File: config.mk
export PLATFORM = sky130hd
export DESIGN_NAME = factoring_work_range_generator_core
export DESIGN_NICKNAME = d
export VERILOG_FILES = /design/src/design/fwrg_pkg.sv /design/src/design/fwrg_divider.sv /design/src/design/factoring_work_range_generator_core.sv
export SDC_FILE = /design/constraint.sdc
export NUM_CORES = 1
export LEC_CHECK = 0
export ABC_AREA = 1
export BUFFER_PORTS_ARGS = -buffer_cell sky130_fd_sc_hd__buf_2
export CORE_UTILIZATION = 50
export DETAILED_ROUTE_END_ITERATION = 10
export PLACE_DENSITY = 0.68
export SLEW_MARGIN = 10
export SYNTH_ARGS = -nofsm -noshare
export SYNTH_HDL_FRONTEND = slang
export SYNTH_HIERARCHICAL = 1
export SYNTH_SLANG_ARGS = --single-unit
File: constraint.sdc
create_clock -name clk -period 12.6 [get_ports clk]
set_input_delay 1.89 -clock clk [delete_from_list [all_inputs] [get_ports clk]]
set_output_delay 1.89 -clock clk [all_outputs]
set_load 0.03 [all_outputs]
File: src/design/fwrg_pkg.sv
// ----------------------------------------------------------------------------
// fwrg_pkg
// Shared widths, register indexes and divider status type for the factoring
// work range generator.
// ----------------------------------------------------------------------------
package fwrg_pkg;

  localparam int DATA_W = 32;            // index and size width
  localparam int WORK_W = 9;             // worker count width
  localparam int DIV_W  = DATA_W + 1;    // dividend width, room for len + w - 1
  localparam int DVS_W  = WORK_W + 1;    // divisor width, room for w + 1

  localparam int CFG_IDX_W = 1;
  localparam logic [CFG_IDX_W-1:0] CFG_PROBLEM_SIZE = 1'd0;
  localparam logic [CFG_IDX_W-1:0] CFG_WORKER_COUNT = 1'd1;

  localparam int SPLIT_FACTOR_DEF = 500;

  typedef struct packed {
    logic busy;
    logic done;
  } div_stat_t;

endpackage

File: src/design/fwrg_divider.sv
// ----------------------------------------------------------------------------
// fwrg_divider
// Bit-serial restoring divider: one quotient bit per cycle, dividend shifted
// out of the top of the quotient register as quotient bits shift in.
// ----------------------------------------------------------------------------
module fwrg_divider (
  input  logic                       clk,
  input  logic                       rst_n,
  input  logic                       start,
  input  logic [fwrg_pkg::DIV_W-1:0] dividend,
  input  logic [fwrg_pkg::DVS_W-1:0] divisor,
  output fwrg_pkg::div_stat_t        stat,
  output logic [fwrg_pkg::DIV_W-1:0] quotient
);
  import fwrg_pkg::*;

  localparam int CNT_W = $clog2(DIV_W);

  logic [DIV_W-1:0] quo_r, quo_nxt;
  logic [DVS_W-1:0] rem_r, rem_nxt;
  logic [DVS_W-1:0] dvs_r;
  logic [CNT_W-1:0] cnt_r;
  logic             busy_r, done_r;
  logic [DVS_W:0]   trial;
  logic [DVS_W:0]   diff;
  logic             fits;

  always_comb begin
    trial   = {rem_r, quo_r[DIV_W-1]};
    diff    = trial - {1'b0, dvs_r};
    fits    = (trial >= {1'b0, dvs_r});
    rem_nxt = fits ? diff[DVS_W-1:0] : trial[DVS_W-1:0];
    quo_nxt = {quo_r[DIV_W-2:0], fits};
  end

  always_ff @(posedge clk) begin
    if (!rst_n) begin
      busy_r <= 1'b0;
      done_r <= 1'b0;
      cnt_r  <= '0;
    end else begin
      done_r <= 1'b0;
      if (start) begin
        busy_r <= 1'b1;
        cnt_r  <= '0;
      end else if (busy_r) begin
        cnt_r <= cnt_r + 1'b1;
        if (cnt_r == CNT_W'(DIV_W - 1)) begin
          busy_r <= 1'b0;
          done_r <= 1'b1;
        end
      end
    end
  end

  always_ff @(posedge clk) begin
    if (start) begin
      quo_r <= dividend;
      rem_r <= '0;
      dvs_r <= divisor;
    end else if (busy_r) begin
      quo_r <= quo_nxt;
      rem_r <= rem_nxt;
    end
  end

  assign stat.busy = busy_r;
  assign stat.done = done_r;
  assign quotient  = quo_r;

endmodule

File: src/design/factoring_work_range_generator_core.sv
// ----------------------------------------------------------------------------
// factoring_work_range_generator_core
// Hands out [start, end) work ranges over 0..problem_size by factoring
// scheduling; chunk and piece sizes come from a shared bit-serial divider.
// ----------------------------------------------------------------------------
// channel   dir  signals                      contents
// in_       in   tvalid tready tdata[7:0]     request
// out_      out  tvalid tready tdata[63:0]    range_start, range_end
//                tuser[0]                     has_task
// cfg_      in   wr_en index[0] wdata[31:0]   problem_size, worker_count
//
// an item with request clear is taken and gives no result.
// a piece of the current chunk, the single-worker range or a no-task answer
// passes S_START and then S_EMIT, where its result is registered; the first
// item of a span with several workers passes S_START once more. cutting a new
// chunk adds two divisions (S_DIV1, S_DIV2), the last chunk below the
// threshold one (S_DIV2); the divider retires one quotient bit per cycle.
// in_tready is high only while no item is in work; a result waiting on
// out_tready does not block the next item until its own result is ready.
// rst_n is synchronous; any configuration write restarts the span.
// ----------------------------------------------------------------------------
module factoring_work_range_generator_core #(
  parameter int SPLIT_FACTOR = fwrg_pkg::SPLIT_FACTOR_DEF
) (
  input  logic                           clk,
  input  logic                           rst_n,
  input  logic                           in_tvalid,
  output logic                           in_tready,
  input  logic [7:0]                     in_tdata,   // [0] request
  output logic                           out_tvalid,
  input  logic                           out_tready,
  output logic [63:0]                    out_tdata,  // [31:0] range_start, [63:32] range_end
  output logic [0:0]                     out_tuser,  // [0] has_task
  input  logic                           cfg_wr_en,
  input  logic [fwrg_pkg::CFG_IDX_W-1:0] cfg_index,
  input  logic [fwrg_pkg::DATA_W-1:0]    cfg_wdata
);
  import fwrg_pkg::*;

  localparam int SPLIT_W = $clog2(SPLIT_FACTOR + 1);
  localparam int THR_W   = SPLIT_W + WORK_W;
  localparam int CMP_W   = (THR_W > DATA_W) ? THR_W : DATA_W;

  typedef enum logic [4:0] {
    S_IDLE  = 5'b00001,
    S_START = 5'b00010,
    S_DIV1  = 5'b00100,
    S_DIV2  = 5'b01000,
    S_EMIT  = 5'b10000
  } state_t;

  typedef enum logic [1:0] {
    PH_IDLE = 2'd0,
    PH_RUN  = 2'd1,
    PH_DONE = 2'd2
  } phase_t;

  state_t              state_r, state_nxt;
  phase_t              phase_r;
  logic [DATA_W-1:0]   problem_r;
  logic [WORK_W-1:0]   worker_r;
  logic [DATA_W-1:0]   base_r, remain_r, pstart_r, limit_r, psize_r, len_r;
  logic                out_valid_r;
  logic [DATA_W-1:0]   out_start_r, out_end_r;
  logic                out_has_r;

  logic [WORK_W-1:0]   eff_w;
  logic [THR_W-1:0]    thr;
  logic                rem_lt_thr;
  logic                slot_free;
  logic                in_acc;
  logic [DATA_W-1:0]   len_sel;
  logic [DATA_W-1:0]   limit_new;
  logic [DATA_W:0]     piece_end;
  logic [DATA_W-1:0]   piece_clip;

  logic                div_start;
  logic [DIV_W-1:0]    div_dividend;
  logic [DVS_W-1:0]    div_divisor;
  div_stat_t           div_stat;
  logic [DIV_W-1:0]    div_quot;

  fwrg_divider u_div (
    .clk      (clk),
    .rst_n    (rst_n),
    .start    (div_start),
    .dividend (div_dividend),
    .divisor  (div_divisor),
    .stat     (div_stat),
    .quotient (div_quot)
  );

  assign eff_w      = (worker_r == '0) ? WORK_W'(1) : worker_r;
  assign thr        = THR_W'(SPLIT_FACTOR) * THR_W'(eff_w);
  assign rem_lt_thr = CMP_W'(remain_r) < CMP_W'(thr);
  assign slot_free  = !out_valid_r || out_tready;
  assign in_tready  = (state_r == S_IDLE);
  assign in_acc     = in_tvalid && in_tready;

  // a zero quotient can only happen with a split factor below two; the remainder is used then
  assign len_sel   = (state_r == S_DIV1) ?
                     ((div_quot[DATA_W-1:0] == '0) ? remain_r : div_quot[DATA_W-1:0]) :
                     remain_r;
  assign limit_new = base_r + len_r;

  assign piece_end  = {1'b0, pstart_r} + {1'b0, psize_r};
  assign piece_clip = (piece_end > {1'b0, limit_r} || psize_r == '0) ?
                      limit_r : piece_end[DATA_W-1:0];

  // divider hookup: chunk cut divides by w + 1, piece size divides by w
  always_comb begin
    div_start    = 1'b0;
    div_dividend = {1'b0, remain_r};
    div_divisor  = DVS_W'(eff_w) + 1'b1;
    if (state_r == S_START && phase_r == PH_RUN && pstart_r >= limit_r &&
        remain_r != '0) begin
      div_start = 1'b1;
      if (rem_lt_thr) begin
        div_dividend = {1'b0, remain_r} + DIV_W'(eff_w) - 1'b1;
        div_divisor  = DVS_W'(eff_w);
      end
    end else if (state_r == S_DIV1 && div_stat.done) begin
      div_start    = 1'b1;
      div_dividend = {1'b0, len_sel} + DIV_W'(eff_w) - 1'b1;
      div_divisor  = DVS_W'(eff_w);
    end
  end

  always_comb begin
    state_nxt = state_r;
    unique case (state_r)
      S_IDLE:  if (in_acc && in_tdata[0]) state_nxt = S_START;
      S_START: begin
        case (phase_r)
          PH_IDLE: if (eff_w == WORK_W'(1)) state_nxt = S_EMIT;
          PH_RUN: begin
            if (pstart_r >= limit_r && remain_r != '0) begin
              state_nxt = rem_lt_thr ? S_DIV2 : S_DIV1;
            end else begin
              state_nxt = S_EMIT;
            end
          end
          default: state_nxt = S_EMIT;
        endcase
      end
      S_DIV1:  if (div_stat.done) state_nxt = S_DIV2;
      S_DIV2:  if (div_stat.done) state_nxt = S_START;
      S_EMIT:  if (slot_free) state_nxt = S_IDLE;
      default: state_nxt = S_IDLE;
    endcase
  end

  always_ff @(posedge clk) begin
    if (!rst_n) begin
      state_r     <= S_IDLE;
      phase_r     <= PH_IDLE;
      problem_r   <= '0;
      worker_r    <= WORK_W'(1);
      base_r      <= '0;
      remain_r    <= '0;
      pstart_r    <= '0;
      limit_r     <= '0;
      psize_r     <= '0;
      out_valid_r <= 1'b0;
    end else begin
      state_r <= state_nxt;
      if (out_valid_r && out_tready) out_valid_r <= 1'b0;

      unique case (state_r)
        S_START: begin
          case (phase_r)
            PH_IDLE: begin
              if (eff_w != WORK_W'(1)) begin
                base_r   <= '0;
                remain_r <= problem_r;
                pstart_r <= '0;
                limit_r  <= '0;
                psize_r  <= '0;
                phase_r  <= PH_RUN;
              end
            end
            PH_RUN: begin
              if (pstart_r >= limit_r && remain_r == '0) phase_r <= PH_DONE;
            end
            default: ;
          endcase
        end
        S_DIV2: begin
          if (div_stat.done) begin
            pstart_r <= base_r;
            limit_r  <= limit_new;
            base_r   <= limit_new;
            psize_r  <= div_quot[DATA_W-1:0];
            remain_r <= remain_r - len_r;
          end
        end
        S_EMIT: begin
          if (slot_free) begin
            out_valid_r <= 1'b1;
            case (phase_r)
              PH_IDLE: phase_r  <= PH_DONE;
              PH_RUN:  pstart_r <= piece_clip;
              default: ;
            endcase
          end
        end
        default: ;
      endcase

      // any write restarts the span
      if (cfg_wr_en) begin
        phase_r <= PH_IDLE;
        if (cfg_index == CFG_PROBLEM_SIZE) begin
          problem_r <= cfg_wdata;
        end else if (cfg_index == CFG_WORKER_COUNT) begin
          worker_r <= cfg_wdata[WORK_W-1:0];
        end
      end
    end
  end

  // chunk length latched at each divider start; the piece-size start sets the value used
  always_ff @(posedge clk) begin
    if (div_start) len_r <= len_sel;
  end

  // result payload
  always_ff @(posedge clk) begin
    if (state_r == S_EMIT && slot_free) begin
      case (phase_r)
        PH_IDLE: begin
          out_start_r <= '0;
          out_end_r   <= problem_r;
          out_has_r   <= 1'b1;
        end
        PH_RUN: begin
          out_start_r <= pstart_r;
          out_end_r   <= piece_clip;
          out_has_r   <= 1'b1;
        end
        default: begin
          out_start_r <= '0;
          out_end_r   <= '0;
          out_has_r   <= 1'b0;
        end
      endcase
    end
  end

  assign out_tvalid   = out_valid_r;
  assign out_tdata    = {out_end_r, out_start_r};
  assign out_tuser[0] = out_has_r;

  // assertions
  a_div_start_idle: assert property (@(posedge clk) disable iff (!rst_n)
    div_start |-> !div_stat.busy)
    else $error("divider started while busy");

  a_piece_in_chunk: assert property (@(posedge clk) disable iff (!rst_n)
    (phase_r == PH_RUN) |-> (pstart_r <= limit_r))
    else $error("piece start beyond chunk limit");

  a_range_order: assert property (@(posedge clk) disable iff (!rst_n)
    (out_valid_r && out_has_r) |-> (out_start_r <= out_end_r))
    else $error("range start above range end");

  a_no_task_zero: assert property (@(posedge clk) disable iff (!rst_n)
    (out_valid_r && !out_has_r) |-> (out_start_r == '0 && out_end_r == '0))
    else $error("no-task item carries a range");

endmodule
# Word level (Yosys, flattened, before mapping)
# Cells that the tools add are included.
# op_classes
div	0
n_eq_ne	21
multipliers	1
n_bitwise	3
reduce_logical	33
magnitude_cmp	4
n_addsub	10
muxes	53
shifts	0
# op_table
op	n
$mux 32	13
$pmux 32 s2	4
$mux 33	5
$logic_not 32->1	3
$pmux 32 s3	1
$add 32x9->33	2
$sub 33x1->33 const B	2
$mux 10	4
$add 32x32->33	1
$gt 33x32->1	1
$add 32x32->32	1
$ge 32x32->1	1
$lt 32x18->1	1
$reduce_bool 32->1	1
$sub 32x32->32	1
$mux 5	6
$pmux 5 s5	1
$mul 7x9->16 const A	1
$ne 2x1->1 const B	6
$reduce_and 6->1	2
$ge 11x10->1	1
$add 9x1->10 const B	1
$logic_and 1x1->1	10
$mux 1	10
32 further kinds	46
# totals
latchBits	0
output_inout_bits	67
romBits	0
inputBits	46
n_memories	0
register_bits	335
ram_bits	0

# Depth between registers and ports, before layout
# Gate-level depths: netlist (run 1).
# logic_depth
ltp_word	8
mapped_depth	42
ltp_nobuf	40

# Modules after synthesis
# Netlist (run 1), hierarchy kept.
# modules_own_cells
mod	cells_per_inst	area_per_inst_um2	instances
factoring_work_range_generator_core	3927	26387.8	1
fwrg_divider	375	3163.0	1

# Worst setup path after synthesis (run 1)
# OpenSTA, ideal clock, no wires.
# synth_path
kind	reg2reg
from	register worker_r[7]
to	register u_div.quo_r[23] (netlist: u_div/quotient[23]), data pin
path_slack_ns	6.313
period_less_slack_ns	6.287
stages_incl_launch_ff	40
t_required_ns	12.347
arrival_ns	6.034
setup_ns	0.253
cell_sequence	dfxtp_1 -> inv_1 -> ha_1 -> nand2_1 -> inv_1 -> nand4_4 -> nand2_2 -> ha_1 -> inv_1 -> ha_1 -> fa_1 -> inv_1 -> fa_1 -> fa_1 -> inv_1 -> ha_1 -> nand2_1 -> nand2_1 -> [4 not listed] -> a21oi_1 -> nor2_1 -> nor2_1 -> xor2_1 -> ha_1 -> a21oi_1 -> nand2_1 -> nand2_1 -> nand4_1 -> a21oi_1 -> nand2_2 -> nand2_2 -> nand2_2 -> buf_6 -> nand2_1 -> nand3_1 -> nand2_1 -> nand2_1
# synth_between
elab_chain_cells	7
# synth_lines
element	line_no	source
start, declared	factoring_work_range_generator_core.sv:61	logic [WORK_W-1:0] worker_r;
start signal, assigned	factoring_work_range_generator_core.sv:216	worker_r <= cfg_wdata[WORK_W-1:0];
$logic_not 9->1	factoring_work_range_generator_core.sv:93	assign eff_w = (worker_r == '0) ? WORK_W'(1) : worker_r;
$mux 9 *	factoring_work_range_generator_core.sv:93	
$mul 7x9->16, or another cell as far along	factoring_work_range_generator_core.sv:94	assign thr = THR_W'(SPLIT_FACTOR) * THR_W'(eff_w);
$lt 32x18->1, or another cell as far along	factoring_work_range_generator_core.sv:95	assign rem_lt_thr = CMP_W'(remain_r) < CMP_W'(thr);
$mux 33, on equally long branches	factoring_work_range_generator_core.sv:118, factoring_work_range_generator_core.sv:122	
$mux 33 *	factoring_work_range_generator_core.sv:115	if (state_r == S_START && phase_r == PH_RUN && pstart_r >= limit_r &&
net div_dividend[23]	factoring_work_range_generator_core.sv:78	logic [DIV_W-1:0] div_dividend;
$mux 33 *	fwrg_divider.sv:57	if (start) begin
end signal, assigned	fwrg_divider.sv:58	quo_r <= dividend;
end signal, assigned	fwrg_divider.sv:62	quo_r <= quo_nxt;
end, declared	fwrg_divider.sv:19	logic [DIV_W-1:0] quo_r, quo_nxt;
# Mark *: on every way through the listed nets, which the timed path passes. The rest lies on a longest branch.
# A chain may end at the register's enable or synchronous reset.

# Worst setup path after layout (run 1)
# layout_path
from	register worker_r[7]
to	register u_div.quo_r[22] (netlist: u_div/quotient[22]), data pin
# The elaborated chain is that of the path after synthesis.

==> flow_summary_export.csv, run 1 <==
group,metric,value,unit
run_status,outcome,"finished, final reports clean",
cells_and_area,multi_input_area,0.0184,sq mm
placed_design,dp_worst_setup_slack,4800,ps
worst_setup_path,crit_path_top_delay_cell,"fa_1",
clock_network,cts_tree,"yes",
sta,worst_pin_slew,913,ps
drt,drc,0,
clock_network,clock_sink_count,335,
sta,timing.fmax,127,MHz
placed_design,routabilityCongestion,0.984,
global_route,grt_pass1_wl,151000,microns
sta,timing.final.max_slew_violations,0,
global_route,grt_pass1_vias,27200,
floorplan,die_y,245,microns
pwr,ir_drop,105,uV
logic_synthesis,yosysWarnings,6,
sta,period_share,62.5,%
placed_design,place_inst,5080,
worst_setup_path,cp.arrival,8190,ps
logic_synthesis,mappedNetlistArea,0.0295,sq mm
cells_and_area,fill_cells,5757,
pwr,cellPowerDensity,129,mW/mm^2
clock_network,clk_pin_slew_worst_paths,60,ps
clock_network,cts_resized,0,
worst_hold_path,min_path_cells,2,
sta,finalSetupViolCount,0,
logic_synthesis,syn_nets,4699,
worst_setup_path,startpoint_type,"flop",
sta,fin_crit,7880,ps
pwr,p_leak,15.9,nW
cells_and_area,drive_gt1_share,7.13,%
clock_network,clk-insertion-delay-late,590,ps
worst_setup_path,path_class,"reg2reg",
clock_network,htreeDepth,2,
cells_and_area,final_cells,5153,
clock_network,cts_setup_buffers,0,
clock_network,clockRootBuffer,"clkbuf_16",
clock_network,cts_hold_buf,0,
clock_network,cts_buffer_depth,3,
job,max-cap-violations,0,
worst_setup_path,crit_top_cell,"nand2_1",
cells_and_area,diodes,0,
global_route,grt_antenna_before_repair,1,
drt,final_antenna_net_count,0,
sta,whs,472,ps
worst_setup_path,worstPathMaxFanout,48,
floorplan,die_x,245,microns
sta,fin_setup_tns,0,ps
global_route,grt_max_degree,70,
drt,num_vias,29000,
floorplan,io_pins,113,
pwr,finalPower,4.14,mW
drt,wl_per_cell,19.0,microns
sta,rsz0062_at_grt,"no",
clock_network,cts_buffers,40,
sta,setup_ws,4720,ps
worst_setup_path,critical_path.endpoint_type,"flop",
floorplan,dieArea,0.0601,sq mm
drt,via_per_inst,5.62,
cells_and_area,area_delta_synth_final,8.64,%
floorplan,rows,88,
global_route,grt_use_total,32.3,%
floorplan,start_util,50.9,%
cells_and_area,regArea,0.00811,sq mm
placed_design,io_buffers,105,
sta,fin_worst_skew,36.4,ps
global_route,overflow,0,
floorplan,coreArea,0.0580,sq mm
worst_setup_path,crit_required,12910,ps
cells_and_area,nNetsFinal,4755,
drt,first_pass_iters,6,
sta,hold_violations,0,
sta,timing.slew.headroom,38.7,%
worst_hold_path,hold_class,"reg2reg",
worst_setup_path,reg2reg_depth,38,
drt,wl,98100,microns
logic_synthesis,post_synth.cell_area_avg,6.87,sq um
drt,dr.first_iter.drc_count,2316,
placed_design,hpwl,78400,microns
worst_setup_path,slowest_delay,540,ps
logic_synthesis,syn_inst,4301,
[path summary, 6_finish.rpt]
path                   endpoint            from  slack [ps]
max          u_div/quotient[22]     worker_r[7]        4720
min              u_div/rem_r[5]  u_div/rem_r[5]         470
max reg2reg  u_div/quotient[22]     worker_r[7]        4720
min reg2reg      u_div/rem_r[5]  u_div/rem_r[5]         470
[cell type report]
| class | count | share of cell area [%] |
|---|---|---|
| repair buffers | 130 | 2.22 |
| multi-input cells | 3190 | 57.4 |
| clock inverters | 13 | 0.374 |
| well taps | 765 | 2.98 |
| inverters | 660 | 7.72 |
| clock buffers | 60 | 4.00 |
| flip-flops and latches | 335 | 25.3 |
[through the flow]
step / cell area, sq um / util (%)
after global placement: 30700 / 52.9
final: 32100 / 55.3
after CTS: 32100 / 55.3
after global routing: 32100 / 55.3
after floorplan: 29500 / -
after detailed placement: 30700 / 52.9
[flip-flops by register name, summed over array words and instances, names as in the netlist, 2 cells and up]
register        cells
worker_r            9
u_div/dvs_r        10
u_div/cnt_r         6
u_div/rem_r        10
u_div/quotient     33
problem_r          32
phase_r             2
remain_r           32
state_r             5
psize_r            32
pstart_r           32
out_end_r          32
len_r              32
limit_r            32
out_start_r        32
[report_power, final]
part / switching (mW) / internal, mW
sequential: 0.0531 / 1.17
clock: 0.493 / 0.731
combinational: 1.14 / 0.561
[critical path, delay by kind of cell (launching register included)]
family / cells / cell delay, ps
fa+ha+maj: 7 / 2660
xor+xnor: 1 / 250
simple gates: 17 / 2060
compound gates: 7 / 1280
flops: 1 / 490
buf+inv: 6 / 820
[layer usage]
metal | GRT usage, % | wire length (microns)
met1 | 42.8 | 42600
met2 | 52.1 | 44300
met3 | 3.77 | 6400
met4 | 15.1 | 4820
met5 | 0 | 0
[layout by cell type (no fill, tap or decap), types with 8 or more instances in the layout]
cell / n
nand2_1: 1011
inv_1: 636
a21oi_1: 416
nor2_1: 345
ha_1: 322
nand3_1: 262
o21ai_0: 219
dfxtp_1: 195
edfxtp_1: 140
buf_2: 105
o21ai_1: 92
xor2_1: 70
clkbuf_16: 47
nor3_1: 42
nand4_1: 42
or2_2: 33
o21bai_1: 30
fa_1: 30
xnor2_1: 28
a31oi_1: 25
buf_4: 25
o211ai_1: 22
inv_2: 20
nor4_1: 20
nand3b_1: 17
a21o_1: 17
o21a_1: 16
a21boi_0: 16
a211oi_1: 11
o21ai_2: 11
a21oi_2: 10
nand2_2: 8
Power figures use the tool's default switching activity.
==> run 2: changes to the inputs <==
==> constraint.sdc (replaced) <==
create_clock -name clk -period 7.6 [get_ports clk]
set_input_delay 1.14 -clock clk [delete_from_list [all_inputs] [get_ports clk]]
set_output_delay 1.14 -clock clk [all_outputs]
set_load 0.03 [all_outputs]
==> flow_summary_export.csv, run 2 (synthesized netlist as in run 1, its figures left out) <==
group,metric,value,unit
pwr,p_int,4.06,mW
cells_and_area,regArea,0.00811,sq mm
worst_setup_path,crit_path_top_delay_cell,"fa_1",
worst_hold_path,hold_class,"reg2reg",
worst_setup_path,crit_required,7920,ps
clock_network,htreeDepth,2,
floorplan,die_x,245,microns
drt,via_per_inst,5.61,
pwr,cellPowerDensity,214,mW/mm^2
cells_and_area,final_cells,5164,
worst_setup_path,startpoint_type,"flop",
cells_and_area,area_delta_synth_final,8.94,%
clock_network,clk_pin_slew_worst_paths,60,ps
sta,timing.slew.headroom,32.5,%
worst_setup_path,r2r-start,"worker_r[5]",
sta,fin_worst_skew,32.4,ps
cells_and_area,final_common_cell,"nand2_1",
clock_network,cts_buffer_depth,3,
clock_network,clockRootBuffer,"clkbuf_16",
sta,timing.final.max_slew_violations,0,
run_status,outcome,"finished, final reports clean",
global_route,grt_antenna_before_repair,1,
global_route,grt_pass1_wl,152000,microns
sta,rsz0062_at_grt,"no",
cells_and_area,fill_cells,5688,
pwr,p_switching,2.84,mW
placed_design,io_buffers,105,
placed_design,place_inst,5088,
sta,finalSetupViolCount,0,
drt,num_vias,29000,
job,max-cap-violations,0,
placed_design,routabilityCongestion,0.973,
worst_setup_path,critical_path.endpoint_type,"flop",
global_route,grt.busiest_layer,"met2",
floorplan,die_y,245,microns
placed_design,hpwl,79900,microns
cells_and_area,largest_reg_flops,33,
floorplan,coreArea,0.0580,sq mm
drt,dr.first_iter.drc_count,2548,
worst_setup_path,worstPathMaxFanout,15,
sta,timing.fmax,141,MHz
pwr,p_comb_share,41.4,%
pwr,p_leak,16.0,nW
sta,fin_crit,7100,ps
clock_network,clock_sink_count,335,
worst_hold_path,min_from,"u_div/rem_r[5]",
global_route,grt_use_met1,44.1,%
floorplan,rows,88,
floorplan,start_util,50.9,%
clock_network,cts_tree,"yes",
worst_setup_path,slowest_delay,520,ps
drt,drc,0,
drt,first_pass_iters,5,
global_route,overflow,0,
sta,worst_pin_slew,1010,ps
pwr,power_frac_clock,29.3,%
worst_setup_path,cp.arrival,7420,ps
global_route,grt_use_total,32.6,%
clock_network,cts_buffers,41,
clock_network,clk-insertion-delay-late,590,ps
drt,final_antenna_net_count,0,
worst_setup_path,path_class,"reg2reg",
cells_and_area,drive_gt1_share,7.37,%
cells_and_area,final_cell_mix,"nand2_1, inv_1, a21oi_1",
floorplan,io_pins,113,
cells_and_area,nNetsFinal,4765,
sta,hold_violations,0,
cells_and_area,diodes,0,
pwr,seqPwrFrac,29.3,%
global_route,grtUsageMet2,53.3,%
global_route,met3_usage,2.95,%
global_route,grt_pass1_vias,27200,
sta,period_share,93.4,%
drt,wl,99600,microns
sta,fin_setup_tns,0,ps
drt,wl_per_cell,19.3,microns
floorplan,dieArea,0.0601,sq mm
pwr,ir_drop,154,uV
worst_setup_path,crit_top_cell,"nand2_1",
cells_and_area,multi_input_area,0.0185,sq mm
pwr,swShare,41.2,%
worst_setup_path,crit_start,"worker_r[5]",
global_route,grt_max_degree,66,
==> run 2: path summary, 6_finish.rpt <==
kind | end | slack (ps) | cells after the start
worst max-delay path | u_div/quotient[30] | 500 | 39
worst min-delay path | u_div/rem_r[5] | 480 | 2
worst max register to register | u_div/quotient[30] | 500 | 39
worst min register to register | u_div/rem_r[5] | 480 | 2
==> run 2: per-layer routing <==
layer  up-vias  share of wire, %
li1      14400                 -
met3       175               7.0
met1     13400                44
met5         -                 0
met4         0               4.0
met2      1052                45
==> run 2: through the flow <==
stage                     worst slack, ps  hold WS, ps  power [mW]  cell area [sq um]  utilization, %
after floorplan                      1310          444        4.06              29500               -
after global placement                382          465        4.82              30800            53.0
after detailed placement              193          465        4.84              30800            53.0
after CTS                             177          474        6.86              32100            55.4
after global routing                 20.1          496        7.30              32200            55.5
final                                 499          476        6.90              32200            55.5
==> run 2: area by class of cell <==
class	instances	area share [%]
tap	765	2.97
clock buffer	65	3.92
sequential	335	25.2
inverter	660	7.70
timing repair buffer	139	2.49
multi-input combinational	3190	57.4
clock inverter	10	0.346
==> run 2: critical path, delay by kind of cell, from the launching register on <==
family          cells  cell delay [ps]
xor+xnor            1              280
simple gates       17             1600
compound gates      7             1160
buf+inv             6              650
fa+ha+maj           8             2820
flops               1              330
==> run 2: what timing repair did <==
action,CTS,global route
setup buffers,0,1
hold buffers,0,0
endpoints found under the setup margin,0,40
resized for setup,0,13
==> run 2: power by group through the flow <==
stage,logic [mW],registers [mW],clock network [mW]
after floorplan,2.04,2.02,0
after global placement,2.77,2.05,0
after detailed placement,2.78,2.05,0
after CTS,2.80,2.01,2.05
after global routing,3.17,2.02,2.11
final,2.85,2.02,2.02
